### src/design/seven_bit_character_histogram_top_defines.svh
// Assertion macros used by the character histogram top level.
`ifndef SEVEN_BIT_CHARACTER_HISTOGRAM_TOP_DEFINES_SVH
`define SEVEN_BIT_CHARACTER_HISTOGRAM_TOP_DEFINES_SVH

// Check that a condition implies a consequence in the same cycle.
`define SBCH_ASSERT_SAME(name, clk, rstn, ante, cons, msg) \
    name: assert property (@(posedge clk) disable iff (!(rstn)) (ante) |-> (cons)) \
        else $error(msg);

// Check that a condition implies a consequence in the next cycle.
`define SBCH_ASSERT_NEXT(name, clk, rstn, ante, cons, msg) \
    name: assert property (@(posedge clk) disable iff (!(rstn)) (ante) |=> (cons)) \
        else $error(msg);

`endif

### src/design/sbch_pkg.sv
// Shared constants, types and helper functions of the character histogram.
package sbch_pkg;

    // Table size and counter width.
    localparam int BIN_COUNT   = 128;
    localparam int COUNT_WIDTH = 32;
    localparam int BIN_AW      = (BIN_COUNT > 1) ? $clog2(BIN_COUNT) : 1;
    localparam int CODE_W      = 7;
    localparam int OUT_W       = 32;

    // Mask that strips the top bit of an input byte.
    localparam logic [7:0] CODE_MASK = 8'o177;

    // Item kinds carried on tuser.
    localparam logic [1:0] KIND_COUNT    = 2'd0;
    localparam logic [1:0] KIND_READ     = 2'd1;
    localparam logic [1:0] KIND_NEW_FILE = 2'd2;

    typedef logic [COUNT_WIDTH-1:0] count_t;
    typedef logic [BIN_AW-1:0]      bin_addr_t;
    typedef logic [OUT_W-1:0]       out_t;

    // Control group from the sequencer to one bin table.
    typedef struct packed {
        logic rd_en;
        logic inc_en;
        logic clear;
    } bin_ctrl_t;

    // Increment that sticks at the counter's maximum.
    function automatic count_t sat_inc(input count_t v);
        return (v == '1) ? v : v + count_t'(1);
    endfunction

    // Clamp a counter to the 32-bit output field.
    function automatic out_t clamp_out(input count_t v);
        return (v > count_t'(32'hFFFF_FFFF)) ? '1 : OUT_W'(v);
    endfunction

endpackage

### src/design/sbch_ram.sv
// Generic single-port-write, single-port-read RAM with a registered read.
module sbch_ram #(
    parameter int WIDTH = 32,
    parameter int DEPTH = 128,
    parameter int AW    = (DEPTH > 1) ? $clog2(DEPTH) : 1
) (
    input  logic             aclk,
    input  logic             wr_en,
    input  logic [AW-1:0]    wr_addr,
    input  logic [WIDTH-1:0] wr_data,
    input  logic             rd_en,
    input  logic [AW-1:0]    rd_addr,
    output logic [WIDTH-1:0] rd_data
);

    logic [WIDTH-1:0] mem_reg [DEPTH];
    logic [WIDTH-1:0] rd_data_reg;

    // Write port.
    always_ff @(posedge aclk) begin
        if (wr_en) begin
            mem_reg[wr_addr] <= wr_data;
        end
    end

    // Registered read port; the data holds until the next read.
    always_ff @(posedge aclk) begin
        if (rd_en) begin
            rd_data_reg <= mem_reg[rd_addr];
        end
    end

    assign rd_data = rd_data_reg;

endmodule

### src/design/sbch_bins.sv
// One table of saturating bin counters: RAM, valid bits and read-modify-write.
module sbch_bins import sbch_pkg::*; (
    input  logic      aclk,
    input  logic      aresetn,
    input  bin_ctrl_t ctrl,
    input  bin_addr_t rd_addr,
    output count_t    count
);

    bin_addr_t              addr_reg;
    logic [BIN_COUNT-1:0]   valid_reg;
    logic [BIN_COUNT-1:0]   valid_next;
    count_t                 rd_data;

    // Hold the address of the entry under work for the write-back.
    always_ff @(posedge aclk) begin
        if (ctrl.rd_en) begin
            addr_reg <= rd_addr;
        end
    end

    sbch_ram #(
        .WIDTH (COUNT_WIDTH),
        .DEPTH (BIN_COUNT),
        .AW    (BIN_AW)
    ) u_ram (
        .aclk    (aclk),
        .wr_en   (ctrl.inc_en),
        .wr_addr (addr_reg),
        .wr_data (sat_inc(count)),
        .rd_en   (ctrl.rd_en),
        .rd_addr (rd_addr),
        .rd_data (rd_data)
    );

    // An entry never written since the last clear reads as zero.
    assign count = valid_reg[addr_reg] ? rd_data : '0;

    // Valid bits: a clear drops them all, a write-back sets one.
    always_comb begin
        valid_next = valid_reg;
        if (ctrl.clear) begin
            valid_next = '0;
        end else if (ctrl.inc_en) begin
            valid_next[addr_reg] = 1'b1;
        end
    end

    always_ff @(posedge aclk) begin
        if (!aresetn) begin
            valid_reg <= '0;
        end else begin
            valid_reg <= valid_next;
        end
    end

endmodule

### config.mk
export PLATFORM = sky130hd
export DESIGN_NAME = sbch_bins
export DESIGN_NICKNAME = d
export VERILOG_FILES = /design/src/design/seven_bit_character_histogram_top_defines.svh /design/src/design/sbch_pkg.sv /design/src/design/sbch_ram.sv /design/src/design/sbch_bins.sv
export SDC_FILE = /design/constraint.sdc
export NUM_CORES = 2
export LEC_CHECK = 0
export ABC_AREA = 1
export BUFFER_PORTS_ARGS = -buffer_cell sky130_fd_sc_hd__buf_2
export CAP_MARGIN = 20
export CORE_ASPECT_RATIO = 1.1
export CORE_MARGIN = 2
export CORE_UTILIZATION = 45
export DETAILED_ROUTE_END_ITERATION = 16
export HOLD_SLACK_MARGIN = 0.08
export SETUP_SLACK_MARGIN = 0.4
export SYNTH_ARGS = -nofsm -noshare
export SYNTH_HDL_FRONTEND = slang
export SYNTH_SLANG_ARGS = --single-unit
### constraint.sdc
create_clock -name aclk -period 7.2 [get_ports aclk]
set_input_delay 0.72 -clock aclk [delete_from_list [all_inputs] [get_ports aclk]]
set_output_delay 0.72 -clock aclk [all_outputs]
set_load 0.01 [all_outputs]
Yosys cells after proc, flatten, opt, wreduce, memory -nomap -nowiden

Memory sizes are Yosys's and may differ from the RTL's. A register that Yosys moved wholly into a read port is not among the register bits.
Index checks and enable logic that the tools add are counted.

Bitwise gates (word level): 2
Add/sub/neg operators: 1
Reductions and logical operators: 2
Eq/ne operators: 1
Order comparisons: 2
Mux-type cells: 8

Operators by type and width:

| kind                  | count |
|---|---|
| $or 128x128->128      | 1 |
| $mux 32               | 2 |
| $add 32x1->32 const B | 1 |
| $eq 32x32->1 const B  | 1 |
| $lt 7x8->1 const B    | 1 |
| $bmux 1 s7            | 1 |
| $demux 1 s7           | 1 |
| $ge 7x1->1 const B    | 1 |
| $mux 1                | 4 |
| $reduce_or 2->1       | 1 |
| $logic_and 1x1->1     | 1 |
| $not 1->1             | 1 |

RAM bits: 4096
Output and inout bits: 32
Memories kept: 1
Register bits: 135

Memory list:

| memory        | depth | width | read ports | clocked after Yosys merged registers in | write ports | line           | RTL |
|---|---|---|---|---|---|---|---|
| u_ram.mem_reg | 128   | 32    | 1          | 1                                       | 1           | sbch_ram.sv:16 | `logic [WIDTH-1:0] mem_reg [DEPTH];` |

Logic depth before layout (Yosys ltp)

Depth in word-level cells: 5
Gate-level depth with buffers: 28
Mapped depth without buffers: 23

Hierarchy

From an unflattened synthesis, not the netlist that was laid out.

Cell total of the unflattened synthesis: 14577
Area total of the unflattened synthesis: 172150.1 um^2

By module, submodules not included:

| module    | area each (um^2) | sequential area each (um^2) | instances | cells an instance |
|---|---|---|---|---|
| sbch_ram  | 164954.5         | 123958.9                    | 1         | 13389 |
| sbch_bins | 7195.7           | 2772.7                      | 1         | 1188 |

Least setup slack after synthesis

Ideal clock, no wire load.

Kind: register -> register
From: reg addr_reg[2]
To: mem u_ram.mem_reg[0][30], data pin
Stages on the path, launching flop included: 24
Period minus slack after synthesis: 5.585 ns
Path buffers: 3
Arrival: 4.679 ns
Path slack: 1.615 ns
Path through: edfxtp_1 buf_2 nor2_2 nand3_1 nand2_1 nor2_1 nor2_1 nor2_1 nand2_1 nand2_1 nand4_4 buf_6 inv_1 buf_2 nor2_1 ha_1 nand2_1 nand3b_1 nor2_1 inv_1 nor2_1 nand2_1 nand2_1 nand3_1

Cells in the longest elaborated chain, start to end: 5
Elaborated cells on any way between the ends: 6
Classes of those cells: 1 x add/sub; 1 x eq/ne; 4 x mux

RTL lines:

| element                                              | line            | RTL |
|---|---|---|
| from (decl)                                          | sbch_bins.sv:10 | `bin_addr_t addr_reg;` |
| from (signal assigned)                               | sbch_bins.sv:18 | `addr_reg <= rd_addr;` |
| $bmux 1 s7 (*)                                       | sbch_bins.sv:37 | `assign count = valid_reg[addr_reg] ? rd_data : '0;` |
| $mux 1 (implied by the code) (*)                     | sbch_bins.sv:37 |  |
| $mux 32 (*)                                          | sbch_bins.sv:37 |  |
| named net count[1]                                   | sbch_bins.sv:7  | `output count_t count` |
| $add 32x1->32 / $eq 32x32->1 (equally long branches) | sbch_pkg.sv:32  | `return (v == '1) ? v : v + count_t'(1);` |
| $mux 32 (*)                                          | sbch_pkg.sv:32  |  |
| named net u_ram.wr_data[30]                          | sbch_ram.sv:10  | `input logic [WIDTH-1:0] wr_data,` |
| to (decl)                                            | sbch_ram.sv:16  |  |

The timed path passes the listed nets; every way through them passes the cells marked *. The select of a mux whose other input is x is not followed.

Worst setup path in the final report

From: reg addr_reg[0]
To: mem u_ram.mem_reg[11][19], data pin

Cells in the longest elaborated chain, start to end: 5
Elaborated cells on any way between the ends: 6
Classes of those cells: 1 x add/sub; 1 x eq/ne; 4 x mux

RTL lines:

| element                                              | line |
|---|---|
| $bmux 1 s7 (*)                                       | sbch_bins.sv:37 |
| $mux 1 (implied by the code) (*)                     | sbch_bins.sv:37 |
| $mux 32 (*)                                          | sbch_bins.sv:37 |
| $add 32x1->32 / $eq 32x32->1 (equally long branches) | sbch_pkg.sv:32 |
| $mux 32 (*)                                          | sbch_pkg.sv:32 |
| named net u_ram.wr_data[19]                          | sbch_ram.sv:10 |

Marks and branches as above.

==> out/metrics.cfg <==
[cts]
clock_sinks = 4263
clock_latency_ps = 1030
path_clk_slew_ps = 60
post_cts_buffers = 0
cts_tree = done
cts-root-buf = clkbuf_16
postCtsHoldBufs = 0
cts_buffer_depth = 4
numCtsBuffers = 424
htreeDepth = 5

[sta]
clock_skew_ps = 71.2
setup_viol = 0
whs_ps = 251
worstMarginPinSlew_ps = 1240
slew_headroom_pct = 16.6
fin_crit_ps = 6550
rsz0062_at_grt = true
drv_slew = 0
fin_setup_tns_ps = 0
timing.fmax_ghz = 0.153
fin_crit_sh_pct = 91.0
hold_viol_final = 0

[routing]
routedWlPerCell_um = 32.2
drt_wl_total_mm = 592
viasPerCell = 6.34
drt-initial-drc-count = 17846
vias = 116871
drt-pass1-iter-count = 6
ant_nets = 0
drc_errors = 0

[critical_path]
cp-endpoint = u_ram.mem_reg[11][19]
cp.buffers_inverters = 6
r2r_slack_ps = 650
cp.required_ps = 7850
start_kind = flop
timing.rr.end = u_ram.mem_reg[11][19]
crit_path_max_fanout = 70
slowest_delay_ps = 800
crit_type = reg -> reg
crit_arrival_ps = 7210
cp_slowest_cell = nand3_4
critPathCaptureType = flop
cpLargestDelayFamily = simple AND/OR/NAND/NOR gates
crit_path_start = addr_reg[0]
crit_chain = inv_2, buf_4, nand2_1, nand3_1, nand2_1, nor2_1, nor2_1, nor2_1, nand2_1, nand2_1, nand4_4, nand2_2, inv_1, ha_1, nand2_1, nand3b_1, inv_1, nand2_1, nor2_2, nand3_4, buf_12, nand3_4, buf_4
reg2reg_from = addr_reg[0]
reg2reg_depth = 23
crit_top_cell = nand2_1
worstSetupPathDepth = 23

[placement]
portBuffers = 43
dp.final_hpwl_mm = 310
place.gp.congestion = 0.958
place_area_um2 = 175000

[logic_synthesis]
synth.area.mux_share_pct = 0
synth_top_family_by_area = compound AO/OA/AOI/OAI gates
syn_inst = 13215
yosysSeqAreaShare_pct = 75.7
yosys.area_share.simple_pct = 8.80
synth_compound_area_share_pct = 12.9
synth-xor-area-share_pct = 0.00523
synth-seq-cells = 4263
ys_warn_count = 0
synthDistinctLibCells = 30
synthesis.nets = 13228
yosys.area_share.adder_pct = 0.00747
avgSynthCellArea_um2 = 12.7
syn_area_um2 = 168000

[grt]
grtUsageMet3_pct = 6.15
grt_max_degree = 183
grt_pass1_wl_mm = 820
use_met2_pct = 47.1
track_usage_pct = 30.6
grt_pass1_vias = 109283
top_usage_layer = met2
grt_overflow = 0
antenna_found_initial = 36
grtUsageMet1_pct = 40.5

[min_path]
hp-class = in -> reg

[floorplan]
ioPinCount = 44
die_height_um = 644
rows = 234
die_w_um = 586
start_util_pct = 45.3
dieArea_um2 = 377000
core_area_um2 = 370000

[power_and_ir_drop]
powerDensity_nw_per_um2 = 279
p_leak_nw = 60.9
power_mw = 52.7
max-vdd-ir-drop_mv = 0.257

[layout]
final_cell_area_um2 = 189000
largest_register_ffs = 4096
layout_commonest_cell = edfxtp_1
nNetsFinal = 13111
drive_gt1_share_pct = 8.76
final_cell_mix = edfxtp_1 (4135), nor2_1 (3108), o21ai_0 (2613)
syn_to_final_growth_pct = 12.6

[run]
drv_cap = 0

[outcome]
status = complete, no violations

[cell type report]
| cell class | instances | area, µm² |
|---|---|---|
| Clock buffer | 536 | 11200 |
| Multi-Input combinational cell | 7835 | 37800 |
| Sequential cell | 4263 | 127000 |
| Tap cell | 4956 | 6200 |
| Antenna cell | 21 | 52.6 |
| Inverter | 167 | 667 |
| Clock inverter | 239 | 2320 |
| Timing Repair Buffer | 407 | 3710 |
| Fill cell | 31032 | 181000 |
[power by group]
part	switching (mW)	leakage [nW]	total [mW]	internal, mW
combinational	2.72	15.0	3.47	0.746
clock	9.58	6.58	21.8	12.2
sequential	0.0522	39.4	27.5	27.4
total	12.4	60.9	52.7	40.4
[synth_stat cells (all sizes together)]
| library cell | n | area [µm²] |
|---|---|---|
| a21oi | 6 | 30.0 |
| and2 | 1 | 8.76 |
| buf | 110 | 564 |
| clkbuf | 840 | 3150 |
| clkinv | 2 | 7.51 |
| dfxtp | 128 | 2560 |
| edfxtp | 4135 | 124000 |
| ha | 1 | 12.5 |
| inv | 165 | 619 |
| nand2 | 497 | 1870 |
| nand3 | 124 | 626 |
| nand3b | 2 | 15.0 |
| nand4 | 2 | 27.5 |
| nor2 | 3242 | 12200 |
| o21ai | 2619 | 13100 |
| o22ai | 1274 | 7970 |
| o31ai | 3 | 22.5 |
| o32ai | 60 | 526 |
| or2 | 3 | 18.8 |
| xnor2 | 1 | 8.76 |
[kinds of logic after synthesis]
family / after synthesis
XOR/XNOR: 1
AO/OA/AOI/OAI: 3962
flip-flops: 4263
buffers and inverters: 1117
adder cells (fa/ha/maj): 1
AND/OR/NAND/NOR: 3871
[worst min path at each step]
stage,from,slack [ps],cells after the start,end
2_1_floorplan,valid_reg[56],430,2,valid_reg[56]
3_3_place_gp,valid_reg[58],440,2,valid_reg[58]
3_5_place_dp,valid_reg[47],460,2,valid_reg[47]
4_1_cts,rd_addr[4],200,1,addr_reg[4]
5_1_grt,rd_addr[4],210,1,addr_reg[4]
6_report,rd_addr[4],250,1,addr_reg[4]
[through the flow]
stage / cells / util (%) / setup WS (ps)
after floorplan: 13215 / - / 1610
after global placement: 17613 / 47.3 / 834
after detailed placement: 17622 / 47.3 / 730
after CTS: 18397 / 51.0 / 743
after global routing: 18408 / 51.0 / 363
final: 18424 / 51.0 / 648
[layer usage]
metal / share of wire, % / vias to the layer above
met5: 0.0071 / -
met4: 6.9 / 6
met3: 12 / 1473
met2: 45 / 7750
met1: 37 / 59064
li1: - / 48578
[repair_timing]
action	4_1_cts	5_1_grt
gates resized for setup	0	8
endpoints found under the hold margin	0	0
setup endpoints to repair	0	713
Note: power is estimated with default switching activity, not from simulation.
